<file path="config.mk">
export PLATFORM = sky130hd
export DESIGN_NAME = tsbfs_ctrl
export DESIGN_NICKNAME = d
export VERILOG_FILES = /design/src/sv/tsbfs_pkg.sv /design/src/sv/tsbfs_ctrl.sv
export SDC_FILE = /design/constraint.sdc
export NUM_CORES = 1
export LEC_CHECK = 0
export ABC_AREA = 1
export BUFFER_PORTS_ARGS = -buffer_cell sky130_fd_sc_hd__buf_2
export CAP_MARGIN = 10
export CELL_PAD_IN_SITES_DETAIL_PLACEMENT = 0
export CELL_PAD_IN_SITES_GLOBAL_PLACEMENT = 1
export CORE_MARGIN = 2
export CORE_UTILIZATION = 39
export DETAILED_ROUTE_END_ITERATION = 6
export GPL_TIMING_DRIVEN = 0
export MAX_ROUTING_LAYER = met4
export PLACE_DENSITY_LB_ADDON = 0.1
export SLEW_MARGIN = 25
export SYNTH_ARGS = -nofsm -noshare
export SYNTH_HDL_FRONTEND = slang
export SYNTH_SLANG_ARGS = --single-unit
</file>
<file path="constraint.sdc">
create_clock -name clk_i -period 1.6 [get_ports clk_i]
set_input_delay 0.16 -clock clk_i [delete_from_list [all_inputs] [get_ports clk_i]]
set_output_delay 0.16 -clock clk_i [all_outputs]
set_load 0.005 [all_outputs]
</file>
<file path="src/sv/tsbfs_pkg.sv">
// ----------------------------------------------------------------------------
// tsbfs_pkg
// Shared types and codes for the three-source BFS meeting point block.
// ----------------------------------------------------------------------------
package tsbfs_pkg;

  localparam logic [1:0] CFG_VERTEX_COUNT = 2'd0;
  localparam logic [1:0] CFG_FIRST_POINT  = 2'd1;
  localparam logic [1:0] CFG_SECOND_POINT = 2'd2;
  localparam logic [1:0] CFG_THIRD_POINT  = 2'd3;

  localparam logic [1:0] SRC_FIRST  = 2'd0;
  localparam logic [1:0] SRC_SECOND = 2'd1;
  localparam logic [1:0] SRC_THIRD  = 2'd2;

  typedef struct packed {
    logic [9:0] edge_from;
    logic [9:0] edge_to;
    logic       last_edge;
  } in_t;

  typedef struct packed {
    logic [11:0] min_length;
    logic        found;
    logic        edge_error;
  } out_t;

  typedef enum logic [4:0] {
    OP_CLEAR,
    OP_IDLE,
    OP_CHECK,
    OP_HEAD_RD_A,
    OP_LINK_WR_A,
    OP_HEAD_RD_B,
    OP_LINK_WR_B,
    OP_SRC_INIT,
    OP_SRC_NEXT,
    OP_POP,
    OP_VERT_RD,
    OP_LIST_LATCH,
    OP_LINK_RD,
    OP_TARGET_RD,
    OP_TARGET_CHK,
    OP_SCAN_RD,
    OP_SCAN_CHK,
    OP_EMIT
  } op_e;

  typedef struct packed {
    op_e  op;
    logic accept;
  } cmd_t;

  typedef struct packed {
    logic edge_ok;
    logic is_last;
    logic src_ok;
    logic sel_last;
    logic q_empty;
    logic e_zero;
    logic n_zero;
    logic scan_last;
    logic clr_last;
  } status_t;

endpackage

</file>
<file path="src/sv/tsbfs_ctrl.sv">
// ----------------------------------------------------------------------------
// tsbfs_ctrl
// Sequencer for edge loading, the three searches, the scan and the clear.
// ----------------------------------------------------------------------------
module tsbfs_ctrl (
  input  logic               clk_i,
  input  logic               rst_ni,
  input  logic               start,
  output logic               busy,
  input  tsbfs_pkg::status_t status_i,
  output tsbfs_pkg::cmd_t    cmd_o
);

  typedef enum logic [17:0] {
    ST_CLEAR     = 18'h00001,
    ST_IDLE      = 18'h00002,
    ST_CHECK     = 18'h00004,
    ST_HEAD_RD_A = 18'h00008,
    ST_LINK_WR_A = 18'h00010,
    ST_HEAD_RD_B = 18'h00020,
    ST_LINK_WR_B = 18'h00040,
    ST_SRC_INIT  = 18'h00080,
    ST_SRC_NEXT  = 18'h00100,
    ST_POP       = 18'h00200,
    ST_VERT_RD   = 18'h00400,
    ST_LIST_LAT  = 18'h00800,
    ST_LINK_RD   = 18'h01000,
    ST_TGT_RD    = 18'h02000,
    ST_TGT_CHK   = 18'h04000,
    ST_SCAN_RD   = 18'h08000,
    ST_SCAN_CHK  = 18'h10000,
    ST_EMIT      = 18'h20000
  } state_e;

  state_e state_q, state_d;
  tsbfs_pkg::op_e op;

  always_comb begin
    state_d = state_q;
    op      = tsbfs_pkg::OP_IDLE;
    case (state_q)
      ST_CLEAR: begin
        op = tsbfs_pkg::OP_CLEAR;
        if (status_i.clr_last) state_d = ST_IDLE;
      end
      ST_IDLE: begin
        op = tsbfs_pkg::OP_IDLE;
        if (start) state_d = ST_CHECK;
      end
      ST_CHECK: begin
        op = tsbfs_pkg::OP_CHECK;
        if (status_i.edge_ok) state_d = ST_HEAD_RD_A;
        else if (status_i.is_last) state_d = ST_SRC_INIT;
        else state_d = ST_IDLE;
      end
      ST_HEAD_RD_A: begin
        op = tsbfs_pkg::OP_HEAD_RD_A;
        state_d = ST_LINK_WR_A;
      end
      ST_LINK_WR_A: begin
        op = tsbfs_pkg::OP_LINK_WR_A;
        state_d = ST_HEAD_RD_B;
      end
      ST_HEAD_RD_B: begin
        op = tsbfs_pkg::OP_HEAD_RD_B;
        state_d = ST_LINK_WR_B;
      end
      ST_LINK_WR_B: begin
        op = tsbfs_pkg::OP_LINK_WR_B;
        state_d = status_i.is_last ? ST_SRC_INIT : ST_IDLE;
      end
      ST_SRC_INIT: begin
        op = tsbfs_pkg::OP_SRC_INIT;
        state_d = status_i.src_ok ? ST_POP : ST_SRC_NEXT;
      end
      ST_SRC_NEXT: begin
        op = tsbfs_pkg::OP_SRC_NEXT;
        if (!status_i.sel_last) state_d = ST_SRC_INIT;
        else if (status_i.n_zero) state_d = ST_EMIT;
        else state_d = ST_SCAN_RD;
      end
      ST_POP: begin
        op = tsbfs_pkg::OP_POP;
        state_d = status_i.q_empty ? ST_SRC_NEXT : ST_VERT_RD;
      end
      ST_VERT_RD: begin
        op = tsbfs_pkg::OP_VERT_RD;
        state_d = ST_LIST_LAT;
      end
      ST_LIST_LAT: begin
        op = tsbfs_pkg::OP_LIST_LATCH;
        state_d = ST_LINK_RD;
      end
      ST_LINK_RD: begin
        op = tsbfs_pkg::OP_LINK_RD;
        state_d = status_i.e_zero ? ST_POP : ST_TGT_RD;
      end
      ST_TGT_RD: begin
        op = tsbfs_pkg::OP_TARGET_RD;
        state_d = ST_TGT_CHK;
      end
      ST_TGT_CHK: begin
        op = tsbfs_pkg::OP_TARGET_CHK;
        state_d = ST_LINK_RD;
      end
      ST_SCAN_RD: begin
        op = tsbfs_pkg::OP_SCAN_RD;
        state_d = ST_SCAN_CHK;
      end
      ST_SCAN_CHK: begin
        op = tsbfs_pkg::OP_SCAN_CHK;
        state_d = status_i.scan_last ? ST_EMIT : ST_SCAN_RD;
      end
      ST_EMIT: begin
        op = tsbfs_pkg::OP_EMIT;
        state_d = ST_CLEAR;
      end
      default: begin
        op = tsbfs_pkg::OP_IDLE;
        state_d = ST_CLEAR;
      end
    endcase
  end

  always_ff @(posedge clk_i or negedge rst_ni) begin
    if (!rst_ni) begin
      state_q <= ST_CLEAR;
    end else begin
      state_q <= state_d;
    end
  end

  assign busy          = (state_q != ST_IDLE);
  assign cmd_o.op      = op;
  assign cmd_o.accept  = start && (state_q == ST_IDLE);

endmodule

</file>
==> results of run 1 <==
[metal layers]
metal / up-vias / GRT usage / share of wire
li1: 700 / - / -
met1: 643 / 0.2755 / 0.46
met2: 26 / 0.3641 / 0.50
met3: 4 / 0.05117 / 0.031
met4: 0 / 0.02795 / 0.0058
met5: - / - / 0
[area by class of cell]
cell class                 instances  area (µm²)
fill                             311        1124
buffer                             1       15.01
clock buffer                       4       36.28
sequential                        18       451.7
multi-input combinational        133       832.0
inverter                          35       131.4
timing repair buffer              57       432.9
tap                               44       55.05
[logic make-up after synthesis]
group / Yosys count / synth area share
compound gates: 7 / 0.03564
buf+inv: 36 / 0.1158
flops: 18 / 0.3574
simple gates: 125 / 0.4911
[stage by stage]
stage | util | total power (W)
after floorplan | - | 0.0008594
after global placement | 0.4577 | 0.0009842
after global routing | 0.6350 | 0.001681
final | 0.6350 | 0.001576
after detailed placement | 0.4577 | 0.0009960
after CTS | 0.5972 | 0.001440
[power groups by stage]
stage / Clock [W] / Sequential [W] / Combinational [W]
global placement: 0 / 0.000528 / 0.000456
floorplan: 0 / 0.000525 / 0.000335
CTS: 0.000306 / 0.000529 / 0.000605
global route: 0.000324 / 0.000534 / 0.000822
detailed placement: 0 / 0.000530 / 0.000466
finish: 0.000296 / 0.000530 / 0.000750
[critical path: cells and delay by family (launching register included)]
family / cells / cell delay (ps)
AND/OR/NAND/NOR: 10 / 1040
buffers and inverters: 1 / 120
flip-flops: 1 / 420
[how the worst max path moves through the flow]
stage                     cells past startpoint       end  slack (ps)
final                                        11  cmd_o[1]        -450
after global routing                         12  cmd_o[1]        -580
after CTS                                    13  cmd_o[1]        -400
after detailed placement                      9  cmd_o[1]        -190
after global placement                        9  cmd_o[1]        -170
after floorplan                              10  cmd_o[1]         100
[Yosys cell counts]
library cell                 n  area share
sky130_fd_sc_hd__o21ai_2     1      0.0069
sky130_fd_sc_hd__nand2_1    35        0.10
sky130_fd_sc_hd__nand2_2     5       0.025
sky130_fd_sc_hd__dfrtp_1    17        0.34
sky130_fd_sc_hd__nand3b_1    1      0.0059
sky130_fd_sc_hd__dfstp_2     1       0.021
sky130_fd_sc_hd__nor2_4      4       0.036
sky130_fd_sc_hd__nand3_1    17       0.067
sky130_fd_sc_hd__nand4_1     6       0.030
sky130_fd_sc_hd__nor2_2      6       0.030
sky130_fd_sc_hd__nand2_4     2       0.018
sky130_fd_sc_hd__o21ai_0     3       0.012
sky130_fd_sc_hd__inv_1      34        0.10
sky130_fd_sc_hd__nand3_2     1      0.0079
sky130_fd_sc_hd__nand3_4     1       0.014
sky130_fd_sc_hd__nor2_1     45        0.13
sky130_fd_sc_hd__inv_2       1      0.0030
sky130_fd_sc_hd__o22ai_1     2      0.0099
sky130_fd_sc_hd__o2111ai_1   1      0.0069
sky130_fd_sc_hd__nor2_8      1       0.016
sky130_fd_sc_hd__or2_1       1      0.0050
sky130_fd_sc_hd__buf_8       1       0.012
[timing repair]
item	in CTS	in global routing
setup endpoints to repair	10	11
pin swaps	25	16
endpoints found under the hold margin	19	0
gates cloned	2	0
gates resized for setup	29	26
hold buffers	3	0
setup buffers	29	7
==> Flow_metrics.wiki, run 1 <==
{| class="wikitable"
! Metric !! Value
|-
| Status || finished, violations left
|-
| Violations in the final reports || setup timing
|-
| Final Hold Fails || 0
|-
| Starting DRC count in detailed routing || 46
|-
| Die area || ~3700 µm²
|-
| Placement-stage worst setup slack || -186.4 ps
|-
| Max FFs per register || 18
|-
| DIE WIDTH || ~60 µm
|-
| Slowest stage cell on the critical path || sky130_fd_sc_hd__dfrtp_1
|-
| Vias || 1373
|-
| Worst Setup Slack, final || -452.8 ps
|-
| Area growth syn-to-layout || 54.65%
|-
| Clock input transition at the sequential cells of the worst setup and hold paths || about 120 ps
|-
| Master cell of the clock root buffer || sky130_fd_sc_hd__clkbuf_4
|-
| P_int || around 0.00097 W
|-
| CP Launch Type || register
|-
| Pin count of the biggest net entering global routing || 19
|-
| Final critical delay including setup and external delays || approximately 2100 ps
|-
| Gate count after technology mapping || 186
|-
| Total length of routed wires || 3.643 mm
|-
| Global-route wire length before repair || between 5 and 6 mm
|-
| Depth of the most critical reg-to-reg path || 12
|-
| Number of maximum-capacitance constraint violations || 0
|-
| Post-route fraction of the period consumed by the critical path || 1.283
|-
| Critical path type || reg -> out
|-
| Power per cell area || 806.3 nW/µm²
|-
| Path category of the worst min-delay check || in -> reg
|-
| Max Slew Vio Count || 0
|-
| Placer Congestion || approximately 0.86
|-
| Library cells used by synthesis || 22
|-
| Final Skew || about 11 ps
|-
| Antenna Nets Post-Route || 0
|-
| Highest achievable clock rate || around 500 MHz
|-
| IO buf count || 18
|-
| Number of buffers on the longest clock path || 2
|-
| Core Region || 3078 µm²
|-
| Fraction of layout cells with a size suffix above 1 || 0.4556
|-
| Slack of the worst reg-to-reg path || -360 ps
|-
| Cell breakdown of the critical path || nor2_4 -> nand2_2 -> nor2_4 -> nand2_1 -> nor2_1 -> nor2_2 -> nand2_1 -> nor2_2 -> nand2_1 -> nand2_1 -> buf_2
|-
| Clk sink count || 18
|-
| Via count normalized by instance count || 4.702
|-
| Category of the worst setup path capture point || output port
|-
| Number of antenna violations at the first check in global routing || 0
|-
| Starting density of the core || 0.4106
|-
| Largest vdd supply drop || between 500 and 600 µV
|-
| Count of nets after finishing || between 200 and 300
|-
| Average cell area after synthesis || 6.794 µm²
|-
| Insertion delay to the later sink of the worst-skew pair || between 300 and 400 ps
|-
| Setup repair after global routing missed its margin || true
|-
| Pin slew with the least headroom to its limit || 462.3 ps
|-
| Capturing point of the worst reg2reg path || state_q[0]
|-
| Normalized max-slew margin || 0.6918
|-
| Die Y || 60.93 µm
|-
| Dpl hpwl || 2.362 mm
|-
| Flip-flop and latch count after synthesis || 18
|-
| Remaining routing DRC violations || 0
|-
| Area of all placed cells without fillers || around 2000 µm²
|-
| Count of cells along the worst hold path || 2
|-
| Sw frac || 0.3841
|-
| Total inserted antenna cells || 0
|-
| Required @ worst endpoint || ~1400 ps
|-
| WHS || 43.31 ps
|-
| Hold EP || state_q[15]
|-
| Sequential share of power || 0.336
|-
| Global router's overall resource usage || 0.2178
|-
| Crit path largest cell delay || 420 ps
|-
| Net switching power || between 0.0006 and 0.0007 W
|-
| Crit path max fanout || 7
|-
| Largest registers || state_q: 18 flops
|-
| CTS tree || built
|-
| Mapped Area || roughly 1300 µm²
|-
| Initial DRT Pass Iterations || 5
|-
| Net Count, Synth || 198
|-
| Clock network fraction of design power || 0.188
|-
| Placement-stage cell area || about 1400 µm²
|-
| Count of warnings emitted by yosys || 0
|-
| Number of buffers created by CTS || 3
|-
| Total I/O pin count || 19
|-
| Routed wire length per instance || approximately 12 µm
|-
| Number of global-route vias before repair || 1276
|-
| Leading cell types in the layout, fill and taps excluded || sky130_fd_sc_hd__inv_1 (32), sky130_fd_sc_hd__nor2_1 (30), sky130_fd_sc_hd__nand2_1 (28), sky130_fd_sc_hd__buf_4 (28), sky130_fd_sc_hd__dfrtp_1 (17)
|-
| Final number of setup-violating endpoints || 9
|-
| Cell with the most instances on the worst path || sky130_fd_sc_hd__nand2_1
|-
| Leakage component of the power || 1.093 nW
|-
| Gr ovfl total || 0
|-
| Crit path DAT || 1890 ps
|-
| Fraction of power consumed by combinational cells || 0.476
|-
| Hold wc startpoint || status_i[2]
|-
| Critical register-to-register path startpoint || state_q[17]
|-
| Cell count after placement || ~250
|-
| Largest Register || state_q
|-
| Commonest non-fill, non-tap cell in the layout || sky130_fd_sc_hd__inv_1
|-
| Fin Setup TNS || -3007 ps
|-
| Site Rows || 20
|-
| H-tree levels || 1
|-
| Fraction of the yosys area taken by sequential cells || 0.3574
|-
| Startpoint of the most critical setup path || state_q[17]
|-
| Final Non-Filler Cells || a little under 300
|}
No activity file was read; power rests on OpenSTA's default activity.
==> run 2: changes to the inputs <==
--- a/config.mk
+++ b/config.mk
@@ -5,13 +5,12 @@
 export SDC_FILE = /design/constraint.sdc
 export NUM_CORES = 1
 export LEC_CHECK = 0
-export ABC_AREA = 1
 export BUFFER_PORTS_ARGS = -buffer_cell sky130_fd_sc_hd__buf_2
 export CAP_MARGIN = 10
 export CELL_PAD_IN_SITES_DETAIL_PLACEMENT = 0
 export CELL_PAD_IN_SITES_GLOBAL_PLACEMENT = 1
 export CORE_MARGIN = 2
-export CORE_UTILIZATION = 39
+export CORE_UTILIZATION = 44
 export DETAILED_ROUTE_END_ITERATION = 6
 export GPL_TIMING_DRIVEN = 0
 export MAX_ROUTING_LAYER = met4
==> Flow_metrics.wiki, run 2 <==
{| class="wikitable"
! Metric !! Value
|-
| Status || finished, violations left
|-
| Violations in the final reports || setup timing
|-
| Highest achievable clock rate || 383.8 MHz (-21%)
|-
| Pin count of the biggest net entering global routing || 19 (unchanged)
|-
| Hold EP || state_q[10]
|-
| DIE WIDTH || 60.71 µm (-0.35%)
|-
| Mapped Area || 1415 µm² (+12%)
|-
| Initial DRT Pass Iterations || 4 (-1)
|-
| Gr ovfl total || 0 (unchanged)
|-
| Number of antenna violations at the first check in global routing || 0 (unchanged)
|-
| Placer Congestion || 0.7950 (-7.3%)
|-
| IO buf count || 18 (unchanged)
|-
| Capturing point of the worst reg2reg path || state_q[8]
|-
| Count of cells along the worst hold path || 2 (unchanged)
|-
| Crit path largest cell delay || 620 ps (+200 ps)
|-
| Top flip-flop cell by instance count after synthesis || sky130_fd_sc_hd__dfrtp_1
|-
| Area growth syn-to-layout || 36.87%
|-
| Slowest stage cell on the critical path || sky130_fd_sc_hd__dfstp_2
|-
| Post-route fraction of the period consumed by the critical path || 1.628 (+0.3453)
|-
| Leakage component of the power || 0.8838 nW (-19%)
|-
| Starting DRC count in detailed routing || 50 (+8.7%)
|-
| Master cell of the clock root buffer || sky130_fd_sc_hd__clkbuf_4
|-
| Global router's overall resource usage || 0.2215 (+0.003620)
|-
| Vias || 1311 (-4.5%)
|-
| Required @ worst endpoint || 1440 ps (about the same)
|-
| Largest registers || state_q: 18 flops
|-
| Overall power after layout || 0.001615 W (+2.5%)
|-
| Gate count after technology mapping || 144 (-23%)
|-
| Power per cell area || 833.7 nW/µm² (+3.4%)
|-
| Number of maximum-capacitance constraint violations || 0 (unchanged)
|-
| Largest vdd supply drop || 506.7 µV (-0.98%)
|-
| Top-count cell post-synth || sky130_fd_sc_hd__dfrtp_1
|-
| Crit path DAT || 2450 ps (+560 ps)
|-
| Total inserted antenna cells || 0 (unchanged)
|-
| Hold wc startpoint || status_i[4]
|-
| Leading cell types by total area after synthesis || sky130_fd_sc_hd__dfrtp_1 (30%), sky130_fd_sc_hd__nor4_4 (7.5%), sky130_fd_sc_hd__nor2_1 (4.0%)
|-
| H-tree levels || 1 (unchanged)
|-
| Setup repair after global routing missed its margin || true
|-
| Cell count after placement || 206 (-17%)
|-
| Category of the worst setup path capture point || output port
|-
| Share of the synthesized area in the top cell type || 0.3006 (-0.03601)
|-
| Largest area contributor in the synthesized netlist || sky130_fd_sc_hd__dfrtp_1
|-
| Clk sink count || 18 (unchanged)
|-
| Flip-flop and latch count after synthesis || 18 (unchanged)
|-
| Critical register-to-register path startpoint || state_q[8]
|-
| Top post-synthesis cells by count || sky130_fd_sc_hd__dfrtp_1 (17), sky130_fd_sc_hd__nor2_1 (15), sky130_fd_sc_hd__inv_1 (8)
|-
| Final number of setup-violating endpoints || 23 (+14)
|-
| Number of global-route vias before repair || 1158 (-9.2%)
|-
| Die Y || 60.71 µm (-0.35%)
|-
| WHS || 13.93 ps (-29.38 ps)
|-
| Leading cell types in the layout, fill and taps excluded || sky130_fd_sc_hd__buf_4 (24), sky130_fd_sc_hd__buf_2 (17), sky130_fd_sc_hd__dfrtp_1 (15)
|-
| Total I/O pin count || 19 (unchanged)
|-
| Cell breakdown of the critical path || or4_1 -> nor4_4 -> buf_4 -> and4b_2 -> or4bb_1 -> o211ai_2 -> buf_2
|-
| Fraction of the yosys area taken by sequential cells || 0.3192 (-0.03824)
|-
| Largest Register || state_q
|-
| Placement-stage worst setup slack || -757.3 ps (-570.9 ps)
|-
| Async set-reset flop share out of synthesis || 1.000 (unchanged)
|-
| Final Non-Filler Cells || 237 (-19%)
|-
| Path category of the worst min-delay check || in -> reg
|-
| Total length of routed wires || 3.779 mm (+3.7%)
|-
| Count of buffering cells on the critical path with inverters included || 2 (+1)
|-
| CP Launch Type || register
|-
| Antenna Nets Post-Route || 0 (unchanged)
|-
| Library cells used by synthesis || 47 (+110%)
|-
| Max FFs per register || 18 (unchanged)
|-
| Net Count, Synth || 156 (-21%)
|-
| Worst path top cell family by delay || simple AND/OR/NAND/NOR gates
|-
| Count of flip-flops with a built-in enable after synthesis || 0 (unchanged)
|-
| Count of nets after finishing || 206 (-21%)
|-
| Worst Setup Slack, final || -1005 ps (-552.4 ps)
|-
| Final Hold Fails || 0 (unchanged)
|-
| Max Slew Vio Count || 0 (unchanged)
|-
| Core Region || 3053 µm² (-0.81%)
|-
| Number of buffers created by CTS || 3 (unchanged)
|-
| Slack of the worst reg-to-reg path || -750 ps (-390 ps)
|-
| Pin slew with the least headroom to its limit || 483.0 ps (+20.72 ps)
|-
| Die area || 3686 µm² (-0.70%)
|-
| Commonest non-fill, non-tap cell in the layout || sky130_fd_sc_hd__buf_4
|-
| Number of buffers on the longest clock path || 2 (unchanged)
|-
| Via count normalized by instance count || 5.532 (+18%)
|-
| Remaining routing DRC violations || 0 (unchanged)
|-
| Insertion delay to the later sink of the worst-skew pair || 310 ps (about the same)
|-
| Routed wire length per instance || 15.95 µm (+28%)
|-
| Average cell area after synthesis || 9.827 µm² (+45%)
|-
| Clock input transition at the sequential cells of the worst setup and hold paths || 120 ps (about the same)
|-
| Global-route wire length before repair || 5.692 mm (+0.73%)
|-
| Site Rows || 20 (unchanged)
|-
| Starting density of the core || 0.4635 (+0.05296)
|-
| Normalized max-slew margin || 0.6753 (-0.01649)
|-
| Fraction of layout cells with a size suffix above 1 || 0.5233 (+0.06767)
|-
| Count of warnings emitted by yosys || 0 (unchanged)
|-
| Dpl hpwl || 2.518 mm (+6.6%)
|-
| Depth of the most critical reg-to-reg path || 9 (-3)
|-
| Critical path type || reg -> out
|-
| Final critical delay including setup and external delays || 2605 ps (+552.4 ps)
|-
| CTS tree || built
|-
| Final Skew || 7.977 ps (-3.078 ps)
|-
| Crit path max fanout || 7 (unchanged)
|}
run 2: changes by cell type after synthesis, moves of 7 or more:
cell | previous run | this run
sky130_fd_sc_hd__nand2_1 | 35 | 7
sky130_fd_sc_hd__nand3_1 | 17 | 4
sky130_fd_sc_hd__nor2_1 | 45 | 15
sky130_fd_sc_hd__nor4_1 | 0 | 7
sky130_fd_sc_hd__inv_1 | 34 | 8
run 2: power by group:
| part | switching, W | internal, W |
|---|---|---|
| registers | 0.0000613 | 0.000496 |
| clock network | 0.000162 | 0.0000973 |
| logic | 0.000407 | 0.000391 |
| total | 0.000630 | 0.000985 |
run 2: stage by stage:
step                utilization  setup TNS, ps  area, µm²
floorplan                     -          -3970       1433
global placement         0.5168          -8312       1578
detailed placement       0.5168          -8384       1578
CTS                      0.5684         -11250       1735
global route             0.6344         -14710       1937
finish                   0.6344         -12530       1937
run 2: layout make-up:
| type | instances | area, µm² |
|---|---|---|
| multi-input cells | 107 | 932.1 |
| well taps | 44 | 55.05 |
| fillers | 266 | 1116 |
| inverters | 8 | 30.03 |
| clock buffers | 4 | 26.28 |
| flip-flops and latches | 18 | 454.2 |
| plain buffers | 8 | 86.33 |
| repair buffers | 48 | 352.8 |
run 2: timing repair:
action / 4_1_cts / 5_1_grt
resized for setup: 15 / 24
hold buffers: 2 / 0
endpoints found under the hold margin: 18 / 0
setup endpoints to repair: 24 / 24
setup buffers: 13 / 18
cloned: 0 / 0
pin swaps: 10 / 17
run 2: worst register-to-register path, cell delays in order (launching register included):
cell and delay (ps):
sky130_fd_sc_hd__dfrtp_1 470, sky130_fd_sc_hd__or4_4 600, sky130_fd_sc_hd__nor4_4 330, sky130_fd_sc_hd__buf_4 160, sky130_fd_sc_hd__buf_4 110, sky130_fd_sc_hd__nand4b_1 130
sky130_fd_sc_hd__buf_4 160, sky130_fd_sc_hd__buf_4 120, sky130_fd_sc_hd__buf_6 110, sky130_fd_sc_hd__o21ai_2 100
run 2: worst max path at each step:
stage                            from  slack (ps)        to  cells past startpoint
final                      state_q[0]       -1010  cmd_o[1]                      7
after global routing      state_q[11]       -1100  cmd_o[1]                      7
after CTS                 state_q[14]       -1050  cmd_o[1]                      7
after detailed placement   state_q[9]        -760  cmd_o[1]                      7
after global placement     state_q[9]        -740  cmd_o[1]                      7
after floorplan            state_q[9]        -440  cmd_o[3]                      6
run 2: layer usage:
metal	share of wire	vias up	track usage
met5	0	-	-
met4	0.019	0	0.07764
met3	0.059	9	0.03412
met2	0.48	56	0.3318
met1	0.45	614	0.3038
li1	-	632	-
run 2: kinds of logic after synthesis:
family                 after synthesis  synth area share
AND/OR/NAND/NOR                     78            0.4129
buffers and inverters               19            0.1070
AO/OA/AOI/OAI                       21            0.1114
flip-flops                          18            0.3192
XOR/XNOR                             8           0.04952
